[src/design/ase_pkg.sv]
// ----------------------------------------------------------------------------
// ase_pkg: shared types and constants of the arctangent series evaluator
// Holds the sequencer state type, the status codes and the fixed constants
// that the evaluator and its checker both use.
// ----------------------------------------------------------------------------
package ase_pkg;

   localparam int ARG_W    = 32;
   localparam int VALUE_W  = 32;
   localparam int COUNT_W  = 13;
   localparam int STATUS_W = 2;
   localparam int EPS_W    = 31;

   localparam logic [STATUS_W-1:0] STATUS_CONVERGED = 2'd0;
   localparam logic [STATUS_W-1:0] STATUS_SMALL_ARG = 2'd1;
   localparam logic [STATUS_W-1:0] STATUS_TERM_CAP  = 2'd2;

   // Reset value of the stop threshold, about one millionth in Q0.30.
   localparam logic [EPS_W-1:0] EPSILON_RESET = 31'd1074;

   // The value one in Q16.16.
   localparam logic [ARG_W-1:0] ARG_ONE = 32'h0001_0000;

   // pi/2 with 62 fraction bits.
   localparam logic [63:0] PI_HALF_Q62 = 64'h6487_ED51_10B4_611A;

   // Largest result magnitude in Q2.30.
   localparam logic [VALUE_W-1:0] OUT_LIMIT = 32'd1686629713;

   typedef enum logic [3:0] {
      ST_IDLE,
      ST_SQUARE,
      ST_FIRST,
      ST_NEXT,
      ST_STEP_A,
      ST_STEP_B,
      ST_CHECK,
      ST_ROUND,
      ST_SCALE,
      ST_FINISH
   } state_type;

endpackage

[src/design/ase_divider.sv]
// ----------------------------------------------------------------------------
// ase_divider: shared restoring divider
// Produces one quotient bit per cycle. The caller guarantees that the
// quotient fits in QW bits, so only QW steps are run.
// ----------------------------------------------------------------------------
module ase_divider
   import ase_pkg::*;
#(
   parameter int DVW = 63,
   parameter int DSW = 64,
   parameter int QW  = 31
) (
   input  logic           clock,
   input  logic           reset,
   input  logic           start,
   input  logic [DVW-1:0] dividend,
   input  logic [DSW-1:0] divisor,
   output logic           done,
   output logic [QW-1:0]  quotient
);

   localparam int CW = $clog2(QW + 1);

   logic [DSW-1:0] rem_ff, rem_in;
   logic [QW-1:0]  quo_ff, quo_in;
   logic [DSW-1:0] dsr_ff, dsr_in;
   logic [CW-1:0]  cnt_ff, cnt_in;
   logic           busy_ff, busy_in;
   logic           done_ff, done_in;

   logic [DSW:0]   trial;
   logic           take;

   assign trial = {rem_ff, quo_ff[QW-1]};
   assign take  = trial >= {1'b0, dsr_ff};

   always_comb begin
      rem_in  = rem_ff;
      quo_in  = quo_ff;
      dsr_in  = dsr_ff;
      cnt_in  = cnt_ff;
      busy_in = busy_ff;
      done_in = 1'b0;
      if (start) begin
         // The upper part of the dividend is already below the divisor.
         rem_in  = DSW'(dividend >> QW);
         quo_in  = dividend[QW-1:0];
         dsr_in  = divisor;
         cnt_in  = CW'(QW);
         busy_in = 1'b1;
      end else if (busy_ff) begin
         rem_in  = take ? DSW'(trial - {1'b0, dsr_ff}) : trial[DSW-1:0];
         quo_in  = {quo_ff[QW-2:0], take};
         cnt_in  = cnt_ff - CW'(1);
         if (cnt_ff == CW'(1)) begin
            busy_in = 1'b0;
            done_in = 1'b1;
         end
      end
   end

   always_ff @(posedge clock) begin
      if (reset) begin
         busy_ff <= 1'b0;
         done_ff <= 1'b0;
         cnt_ff  <= '0;
      end else begin
         busy_ff <= busy_in;
         done_ff <= done_in;
         cnt_ff  <= cnt_in;
      end
   end

   always_ff @(posedge clock) begin
      rem_ff <= rem_in;
      quo_ff <= quo_in;
      dsr_ff <= dsr_in;
   end

   assign done     = done_ff;
   assign quotient = quo_ff;

endmodule

[src/design/arctan_series_evaluator.sv]
// ----------------------------------------------------------------------------
// arctan_series_evaluator: arctangent of a large argument
// Evaluates sign(x)*pi/2 - 1/x + 1/(3x^3) - ... in fixed point, building each
// term from the last with one shared restoring divider under a sequencer.
// ----------------------------------------------------------------------------
//
//   Channel   Direction   Handshake               Payload
//   req_      in          req_valid / req_stall   req_argument (Q16.16)
//   rsp_      out         rsp_valid / rsp_stall   rsp_arctan_value (Q2.30),
//                                                 rsp_term_count, rsp_status
//   csr_      in          csr_write_enable        csr_write_data (epsilon)
//
// One item is worked on at a time; req_stall is high from the cycle after an
// item is taken until its result sits in the output register. Every division
// runs FRACTION_BITS+1 steps in the shared divider, and each series term after
// the first needs two of them. An argument whose magnitude is below one skips
// the series and goes from the finish state straight to the output register.
// Reset is synchronous; it clears the sequencer and the output valid and
// returns the epsilon register to its reset value. A stalled result holds in
// the output register while the next item is already being worked.
//
module arctan_series_evaluator
   import ase_pkg::*;
#(
   parameter int MAX_TERMS     = 4096,
   parameter int FRACTION_BITS = 30
) (
   input  logic                clock,
   input  logic                reset,

   input  logic                req_valid,
   output logic                req_stall,
   input  logic [ARG_W-1:0]    req_argument,

   output logic                rsp_valid,
   input  logic                rsp_stall,
   output logic [VALUE_W-1:0]  rsp_arctan_value,
   output logic [COUNT_W-1:0]  rsp_term_count,
   output logic [STATUS_W-1:0] rsp_status,

   input  logic                csr_write_enable,
   input  logic [EPS_W-1:0]    csr_write_data
);

   localparam int F    = FRACTION_BITS;
   // Terms never exceed 2^F, so quotients need F+1 bits.
   localparam int QW   = F + 1;
   // The widest dividend is a term shifted up by 32.
   localparam int DVW  = F + 33;
   // The widest divisor is the square of the raw argument.
   localparam int DSW  = 64;
   // The running sum stays below 2^(F+2) in magnitude.
   localparam int SW   = F + 3;
   localparam int NW   = $clog2(MAX_TERMS + 1);
   localparam int UP_T = (F >= 30) ? 0 : 30 - F;
   localparam int UP_E = (F >= 30) ? F - 30 : 0;
   localparam int DN   = (F > 30) ? F - 30 : 0;
   localparam int CMPW = ((F >= 30) ? F : 30) + 2;
   localparam int RW   = SW + UP_T + 1;

   localparam logic [63:0]   PI_HALF_ROUND =
      (PI_HALF_Q62 + (64'd1 << (61 - F))) >> (62 - F);
   localparam logic [SW-1:0] PI_HALF = SW'(PI_HALF_ROUND);
   localparam logic [RW-1:0] ROUND_BIAS = (RW'(1) << DN) >> 1;

   // Sequencer and control.
   state_type state_ff, state_in;

   logic take_input;
   logic load_square;
   logic load_first;
   logic inc_n;
   logic load_step;
   logic set_status;
   logic [STATUS_W-1:0] status_next;
   logic add_pi;
   logic load_scale;
   logic load_rsp;

   logic           div_start;
   logic [DVW-1:0] div_dividend;
   logic [DSW-1:0] div_divisor;
   logic           div_done;
   logic [QW-1:0]  div_quotient;

   // Datapath registers.
   logic [EPS_W-1:0]    epsilon_ff;
   logic [ARG_W-1:0]    mag_ff;
   logic                neg_ff;
   logic [DSW-1:0]      xsq_ff;
   logic [QW-1:0]       t_ff;
   logic                tneg_ff;
   logic signed [SW-1:0] sum_ff;
   logic [NW-1:0]       n_ff;
   logic [STATUS_W-1:0] status_ff;
   logic [RW-1:0]       res_mag_ff;
   logic                res_neg_ff;

   logic                rsp_valid_ff;
   logic [VALUE_W-1:0]  rsp_value_ff;
   logic [COUNT_W-1:0]  rsp_count_ff;
   logic [STATUS_W-1:0] rsp_status_ff;

   // Decode of the incoming argument.
   logic               arg_neg;
   logic [ARG_W-1:0]   arg_mag;
   logic               arg_small;

   assign arg_neg   = req_argument[ARG_W-1];
   assign arg_mag   = arg_neg ? (~req_argument + ARG_W'(1)) : req_argument;
   assign arg_small = arg_mag < ARG_ONE;

   // Combinational helpers.
   logic [NW-1:0]       n_plus;
   logic [DSW-1:0]      square;
   logic [CMPW-1:0]     term_cmp;
   logic [CMPW-1:0]     eps_cmp;
   logic                below_eps;
   logic                at_cap;
   logic signed [SW-1:0] q_signed;
   logic                step_neg;
   logic                sum_neg;
   logic [SW-1:0]       sum_mag;
   logic [RW-1:0]       scaled;
   logic [RW-1:0]       sat_mag;
   logic [VALUE_W-1:0]  value_mag;

   assign n_plus    = n_ff + NW'(1);
   assign square    = DSW'(mag_ff) * DSW'(mag_ff);
   assign term_cmp  = CMPW'(t_ff) << UP_T;
   assign eps_cmp   = CMPW'(epsilon_ff) << UP_E;
   assign below_eps = term_cmp < eps_cmp;
   assign at_cap    = n_ff >= NW'(MAX_TERMS);
   assign q_signed  = $signed({{(SW - QW){1'b0}}, div_quotient});
   assign step_neg  = ~tneg_ff;
   assign sum_neg   = sum_ff[SW-1];
   assign sum_mag   = sum_neg ? SW'(-sum_ff) : SW'(sum_ff);
   // Convert to Q2.30: shift up, or round half away from zero on the way down.
   assign scaled    = ((RW'(sum_mag) << UP_T) + ROUND_BIAS) >> DN;
   assign sat_mag   = (res_mag_ff > RW'(OUT_LIMIT)) ? RW'(OUT_LIMIT) : res_mag_ff;
   assign value_mag = VALUE_W'(sat_mag);

   // Next state.
   always_comb begin
      state_in = state_ff;
      case (state_ff)
         ST_IDLE: begin
            if (req_valid) begin
               state_in = arg_small ? ST_FINISH : ST_SQUARE;
            end
         end
         ST_SQUARE: begin
            state_in = ST_FIRST;
         end
         ST_FIRST: begin
            if (div_done) begin
               state_in = ST_NEXT;
            end
         end
         ST_NEXT: begin
            state_in = ST_STEP_A;
         end
         ST_STEP_A: begin
            if (div_done) begin
               state_in = ST_STEP_B;
            end
         end
         ST_STEP_B: begin
            if (div_done) begin
               state_in = ST_CHECK;
            end
         end
         ST_CHECK: begin
            state_in = (below_eps || at_cap) ? ST_ROUND : ST_NEXT;
         end
         ST_ROUND: begin
            state_in = ST_SCALE;
         end
         ST_SCALE: begin
            state_in = ST_FINISH;
         end
         ST_FINISH: begin
            if (!rsp_valid_ff || !rsp_stall) begin
               state_in = ST_IDLE;
            end
         end
         default: begin
            state_in = ST_IDLE;
         end
      endcase
   end

   // Control outputs of the sequencer.
   always_comb begin
      req_stall    = 1'b1;
      take_input   = 1'b0;
      load_square  = 1'b0;
      load_first   = 1'b0;
      inc_n        = 1'b0;
      load_step    = 1'b0;
      set_status   = 1'b0;
      status_next  = STATUS_CONVERGED;
      add_pi       = 1'b0;
      load_scale   = 1'b0;
      load_rsp     = 1'b0;
      div_start    = 1'b0;
      div_dividend = '0;
      div_divisor  = '0;
      case (state_ff)
         ST_IDLE: begin
            req_stall  = 1'b0;
            take_input = req_valid;
         end
         ST_SQUARE: begin
            // First term magnitude: 2^(F+16) / |X|.
            load_square  = 1'b1;
            div_start    = 1'b1;
            div_dividend = DVW'(1) << (F + 16);
            div_divisor  = DSW'(mag_ff);
         end
         ST_FIRST: begin
            load_first = div_done;
         end
         ST_NEXT: begin
            // floor(t*(2n-1)/(2n+1)) = t - ceil(2t/(2n+1)); the divider gives
            // the ceiling as floor((2t+2n)/(2n+1)).
            inc_n        = 1'b1;
            div_start    = 1'b1;
            div_dividend = DVW'({t_ff, 1'b0}) + DVW'({n_plus, 1'b0});
            div_divisor  = DSW'({n_plus, 1'b1});
         end
         ST_STEP_A: begin
            div_start    = div_done;
            div_dividend = DVW'(t_ff - div_quotient) << 32;
            div_divisor  = xsq_ff;
         end
         ST_STEP_B: begin
            load_step = div_done;
         end
         ST_CHECK: begin
            set_status  = below_eps || at_cap;
            status_next = below_eps ? STATUS_CONVERGED : STATUS_TERM_CAP;
         end
         ST_ROUND: begin
            add_pi = 1'b1;
         end
         ST_SCALE: begin
            load_scale = 1'b1;
         end
         ST_FINISH: begin
            load_rsp = !rsp_valid_ff || !rsp_stall;
         end
         default: begin
            req_stall = 1'b1;
         end
      endcase
   end

   ase_divider #(
      .DVW (DVW),
      .DSW (DSW),
      .QW  (QW)
   ) u_divider (
      .clock    (clock),
      .reset    (reset),
      .start    (div_start),
      .dividend (div_dividend),
      .divisor  (div_divisor),
      .done     (div_done),
      .quotient (div_quotient)
   );

   // Control registers.
   always_ff @(posedge clock) begin
      if (reset) begin
         state_ff     <= ST_IDLE;
         epsilon_ff   <= EPSILON_RESET;
         rsp_valid_ff <= 1'b0;
      end else begin
         state_ff <= state_in;
         if (csr_write_enable) begin
            epsilon_ff <= csr_write_data;
         end
         if (load_rsp) begin
            rsp_valid_ff <= 1'b1;
         end else if (!rsp_stall) begin
            rsp_valid_ff <= 1'b0;
         end
      end
   end

   // Datapath registers.
   always_ff @(posedge clock) begin
      if (take_input) begin
         mag_ff     <= arg_mag;
         neg_ff     <= arg_neg;
         n_ff       <= '0;
         // A small argument goes straight to the output with a zero result.
         res_mag_ff <= '0;
         res_neg_ff <= 1'b0;
         status_ff  <= STATUS_SMALL_ARG;
      end
      if (load_square) begin
         xsq_ff <= square;
      end
      if (load_first) begin
         // The first term is -1/x.
         t_ff    <= div_quotient;
         tneg_ff <= ~neg_ff;
         sum_ff  <= neg_ff ? q_signed : -q_signed;
      end
      if (inc_n) begin
         n_ff <= n_plus;
      end
      if (load_step) begin
         t_ff    <= div_quotient;
         tneg_ff <= step_neg;
         sum_ff  <= step_neg ? (sum_ff - q_signed) : (sum_ff + q_signed);
      end
      if (set_status) begin
         status_ff <= status_next;
      end
      if (add_pi) begin
         sum_ff <= neg_ff ? (sum_ff - $signed(PI_HALF)) : (sum_ff + $signed(PI_HALF));
      end
      if (load_scale) begin
         res_mag_ff <= scaled;
         res_neg_ff <= sum_neg;
      end
      if (load_rsp) begin
         rsp_value_ff  <= res_neg_ff ? (~value_mag + VALUE_W'(1)) : value_mag;
         rsp_count_ff  <= COUNT_W'(n_ff);
         rsp_status_ff <= status_ff;
      end
   end

   assign rsp_valid        = rsp_valid_ff;
   assign rsp_arctan_value = rsp_value_ff;
   assign rsp_term_count   = rsp_count_ff;
   assign rsp_status       = rsp_status_ff;

endmodule

[config.mk]
export PLATFORM = sky130hd
export DESIGN_NAME = arctan_series_evaluator
export DESIGN_NICKNAME = d
export VERILOG_FILES = /design/src/design/ase_pkg.sv /design/src/design/ase_divider.sv /design/src/design/arctan_series_evaluator.sv
export SDC_FILE = /design/constraint.sdc
export NUM_CORES = 2
export LEC_CHECK = 0
export BUFFER_PORTS_ARGS = -buffer_cell sky130_fd_sc_hd__clkbuf_2
export CAP_MARGIN = 20
export CORE_MARGIN = 2
export CORE_UTILIZATION = 55
export DETAILED_ROUTE_END_ITERATION = 12
export PLACE_DENSITY = 0.74
export REMOVE_ABC_BUFFERS = 1
export SLEW_MARGIN = 10
export SYNTH_ARGS = -nofsm -noshare
export SYNTH_HDL_FRONTEND = slang
export SYNTH_HIERARCHICAL = 1
export SYNTH_SLANG_ARGS = --single-unit
[constraint.sdc]
create_clock -name clock -period 8.1 [get_ports clock]
set_input_delay 1.215 -clock clock [delete_from_list [all_inputs] [get_ports clock]]
set_output_delay 1.215 -clock clock [all_outputs]
set_load 0.05 [all_outputs]
# Yosys cells after proc, flatten, opt, wreduce, memory -nomap -nowiden
# Index checks and enable logic that the tools add are counted.
# op_classes
mux	58
order_cmp	5
n_eq_ne	16
multipliers	1
n_addsub	13
bitwise	5
n_reduce_logical	14
# op_table
op	count
33-bit 2-to-1 mux	9
64-bit one-hot mux with 3 select lines	1
63-bit one-hot mux with 3 select lines	1
32-bit 2-to-1 mux	5
31-bit 2-to-1 mux	4
65-bit by 64-bit greater-or-equal comparator with 1-bit output	1
32-bit by 1-bit adder with 32-bit output, second input constant	2
32-bit by 32-bit multiplier with 64-bit output	1
64-bit 2-to-1 mux	1
32-bit inverter	2
64-bit subtractor	1
4-bit one-hot mux with 10 select lines	1
32-bit by 14-bit adder with 33-bit output	1
33-bit by 32-bit adder with 33-bit output	1
33-bit by 32-bit adder with 33-bit output, second input constant	1
33-bit by 31-bit > comparator with 1-bit output, second input constant	1
31-bit negator with 33-bit output	1
33-bit negator	1
33-bit by 32-bit subtractor with 33-bit output	1
33-bit by 32-bit subtractor with 33-bit output, second input constant	1
32-bit by 17-bit < comparator with 1-bit output, second input constant	1
31-bit < comparator	1
31-bit subtractor	1
13-bit 2-to-1 mux	2
25 further kinds	70
# word_totals
ff_bits	460
output_inout_bits	49
inputBits	68
wordCells	135

# Longest topological paths before layout
# logic_depth
depth_word	7
mapped_depth	32
ltp_nobuf	29

# Cells and area by module
# The synthesis kept the hierarchy.
# by_module_without_submodules
mod	area_each_um2	cells_per_inst	seq_area_each_um2	n_inst
arctan_series_evaluator	50495.9	5460	8438.1	1
ase_divider	10885.4	1139	4594.4	1

# Least setup slack after synthesis
# OpenSTA, ideal clock, no wires.
# synth_timing
path_kind	flip-flop to flip-flop
start	register mag_ff[2]
end	register xsq_ff[61] (data pin)
setup_ns	0.258
arrival_ns	7.713
period_less_slack_ns	7.971
required_ns	7.842
path_slack_ns	0.129
path_stages_with_launch	29
cell_sequence	edfxtp_1 clkbuf_1 buf_1 nand2_1 fa_1 fa_1 inv_1 fa_1 inv_1 fa_1 inv_1 fa_1 fa_1 fa_1 inv_1 fa_1 inv_1 ha_1 clkbuf_1 nand2_1 o21ai_0 nor3_1 a211oi_1 a41oi_1 a211oi_1 nor3_1 o31ai_1 a21oi_1 xnor2_1
# synth_via
elab_chain_len	1
# synth_lines
element	line_no	rtl
from (decl)	arctan_series_evaluator.sv:88	logic [ARG_W-1:0] mag_ff;
from (signal assigned)	arctan_series_evaluator.sv:295	mag_ff <= arg_mag;
32-bit by 32-bit multiplier with 64-bit output	arctan_series_evaluator.sv:129	assign square = DSW'(mag_ff) * DSW'(mag_ff);
named net square[61]	arctan_series_evaluator.sv:115	logic [DSW-1:0] square;
to (signal assigned)	arctan_series_evaluator.sv:304	xsq_ff <= square;
to (decl)	arctan_series_evaluator.sv:90	logic [DSW-1:0] xsq_ff;
# The timed path passes the listed nets, and every way through them passes these cells.
# A chain may end at the register's enable or synchronous reset.

# Final worst setup path
# layout_timing
start	register mag_ff[15]
end	register xsq_ff[62] (data pin)
# The elaborated chain is that of the path after synthesis.

==> results.sh <==
export IMPL_drc_errors=0
export IMPL_crit_path_max_incr_delay_ns=0.62
export IMPL_ys_types=91
export IMPL_ys_ff_latch=459
export IMPL_setup_viol=0
export IMPL_num_rows=122
export IMPL_min_to="rsp_status[0]"
export IMPL_port_buffers=116
export IMPL_drt_first_pass_iters=7
export IMPL_cp_max_fo=7
export IMPL_die_w_um=338
export IMPL_ant_nets=0
export IMPL_die_area_um2=114000
export IMPL_r2r_end="xsq_ff[62]"
export IMPL_path_buf_inv=11
export IMPL_synth_top_area_cell="fa_1"
export IMPL_multi_input_area_um2=43000
export IMPL_place_congestion=0.950
export IMPL_regArea_um2=13000
export IMPL_worst_pin_slew_ns=1.15
export IMPL_top_layer_used="met5"
export IMPL_dp_hpwl_um=136000
export IMPL_wl_met2_um=77600
export IMPL_insertion_delay_ns=0.66
export IMPL_route_met3_wl_um=13800
export IMPL_maxCapViolations=0
export IMPL_yosys_warnings=6
export IMPL_min_path_type="register to register"
export IMPL_ys_seq_area_share_pct=21.2
export IMPL_cpMaxStageDelayCell="fa_1"
export IMPL_cts_tree="yes"
export IMPL_grt_max_degree=174
export IMPL_synth_flop_cell="edfxtp_1"
export IMPL_period_needed_ns=7.90
export IMPL_numCtsBuffers=54
export IMPL_boundaryPins=117
export IMPL_path_class="register to register"
export IMPL_clk_pin_slew_ns=0.06
export IMPL_hold_depth=0
export IMPL_cpLargestDelayFamily="adder cells"
export IMPL_synth_edf_count=384
export IMPL_placed_area_um2=65200
export IMPL_initial_utilization_pct=55.5
export IMPL_overflow=0
export IMPL_nets=8160
export IMPL_fill_cells=9341
export IMPL_clock_sinks=459
export IMPL_vias=47957
export IMPL_hold_buffers=0
export IMPL_clock_root_buffer="clkbuf_16"
export IMPL_wirelength_um=170000
export IMPL_grt_total_usage_pct=30.0
export IMPL_clock_skew_ns=0.0547
export IMPL_hold_viol_final=0
export IMPL_synthCells=6599
export IMPL_grt_pass1_vias=49153
export IMPL_grt_pass1_wl_um=268000
export IMPL_final_area_um2=67500
export IMPL_synth_area_um2=61400
export IMPL_cp_start_kind="register"
export IMPL_synth_area_top_cells="fa_1, edfxtp_1, ha_1"
export IMPL_antenna_found_initial=8
export IMPL_min_period_over_period_pct=97.5
export IMPL_area_growth_pct=9.91
export IMPL_clockBufferDepth=3
export IMPL_relSlewSlack_pct=23.0
export IMPL_end_kind="register"
export IMPL_setup_ws_ns=0.202
export IMPL_rrSetupSlack_ns=0.20
export IMPL_die_h_um=338
export IMPL_required_ns=8.51
export IMPL_preCtsSetupSlack_ns=-0.175
export IMPL_synthArstFlopShare_pct=0
export IMPL_r2r_start="mag_ff[15]"
export IMPL_rr_worst_depth=30
export IMPL_avgSynthCellArea_um2=9.30
export IMPL_coreArea_um2=111000
export IMPL_htreeDepth=2
export IMPL_fin_util_pct=61.0
export IMPL_path_depth=30
export IMPL_tns_ns=0
export IMPL_arrival_ns=8.31
export IMPL_final_max_slew_viol_count=0
export IMPL_drive_gt1_share_pct=9.54
export IMPL_dr_first_iter_drc_count=4167
export IMPL_status="completed"
export IMPL_clock_fmax_ghz=0.127
export IMPL_drt_met1_wl_um=70600
export IMPL_rsz0062_at_grt="yes"
export IMPL_yosys_area_top_type_share_pct=26.3
export IMPL_holdCritStartpoint="status_ff[0]"
export IMPL_avgRoutedWirePerCell_um=20.4
export IMPL_viasPerCell=5.77
[cell families (layout without fill, tap and decap cells)]
family / Yosys count / count (layout) / synth area share (%)
other cells: 1 / 2 / 0.00611
simple gates: 1748 / 1748 / 14.0
flops: 459 / 459 / 21.2
compound gates: 1095 / 1095 / 11.8
fa+ha+maj: 1311 / 1311 / 36.6
xor+xnor: 384 / 384 / 5.48
mux: 100 / 100 / 1.71
buf+inv: 1501 / 1728 / 9.24
[cells in the final DEF, fill, tap and decap left out, drive strengths merged, types with 44 or more instances in the layout]
cell,instances
and2,286
a211oi,71
ha,504
or3,44
nand2,498
a21oi,294
and3,72
nand4,50
fa,807
o211ai,48
dfxtp,75
edfxtp,384
inv,1228
clkbuf,184
nor2,392
a21o,122
xnor2,222
nand3,126
nor3,84
o21ai,220
buf,282
mux2i,63
xor2,162
nand2b,47
[metal layers]
metal	GRT usage (%)	up-vias
met5	0	-
met4	12.2	12
met3	4.88	382
met2	48.7	1827
met1	40.3	23654
li1	-	22082
[synth_stat cells, drive strengths merged, types with 40 or more instances]
master,count
nor2b,40
nor3,84
fa,807
xnor2,222
xor2,162
and2,286
and3,72
edfxtp,384
nor2,392
o21ai,220
clkbuf,240
a21o,122
nand2b,47
or3,44
a211oi,71
dfxtp,75
nand4,50
inv,1227
nand2,498
nand3,126
o211ai,48
a21oi,294
ha,504
mux2i,63
[layout make-up]
type | instances | area share, %
Tap cell | 1488 | 2.76
Multi-Input combinational cell | 4639 | 63.8
Antenna cell | 1 | 0.00371
Timing Repair Buffer | 400 | 4.58
Clock buffer | 66 | 2.16
Clock inverter | 35 | 0.592
Inverter | 1227 | 6.83
Sequential cell | 459 | 19.3
[registers in the layout, indices dropped and copies added (netlist names), 4 cells and up]
register and count:
n_ff 13, u_divider/dsr_ff 64, epsilon_ff 31, t_ff 31
u_divider/quotient 31, rsp_term_count 13, res_mag_ff 33, rsp_arctan_value 32
u_divider/cnt_ff 5, u_divider/rem_ff 64, mag_ff 32, xsq_ff 63
state_ff 4, sum_ff 33
[stage by stage]
stage	std cells	hold slack [ns]
4_1_cts	8305	0.427
6_report	8315	0.431
3_3_place_gp	8204	0.403
2_1_floorplan	6325	0.400
5_1_grt	8314	0.435
3_5_place_dp	8204	0.409
[worst max-delay path by stage]
stage | startpoint | endpoint | slack (ns)
3_5_place_dp | mag_ff[6] | xsq_ff[62] | -0.18
4_1_cts | mag_ff[6] | xsq_ff[57] | 0.0003
5_1_grt | mag_ff[26] | xsq_ff[61] | -0.02
6_report | mag_ff[15] | xsq_ff[62] | 0.20
3_3_place_gp | mag_ff[18] | xsq_ff[57] | -0.006
2_1_floorplan | state_ff[0] | u_divider/rem_ff[30] | -3.17
[what timing repair did]
item                                    in CTS  in global routing
pin swaps                                    1                 17
gates cloned                                 0                  2
endpoints found under the setup margin       4                 15
buffers inserted                             0                  6
gates resized for setup                      2                 66
Power is not shown: default switching activity piles up to over one toggle a cycle in this logic, so the estimate is an artifact.
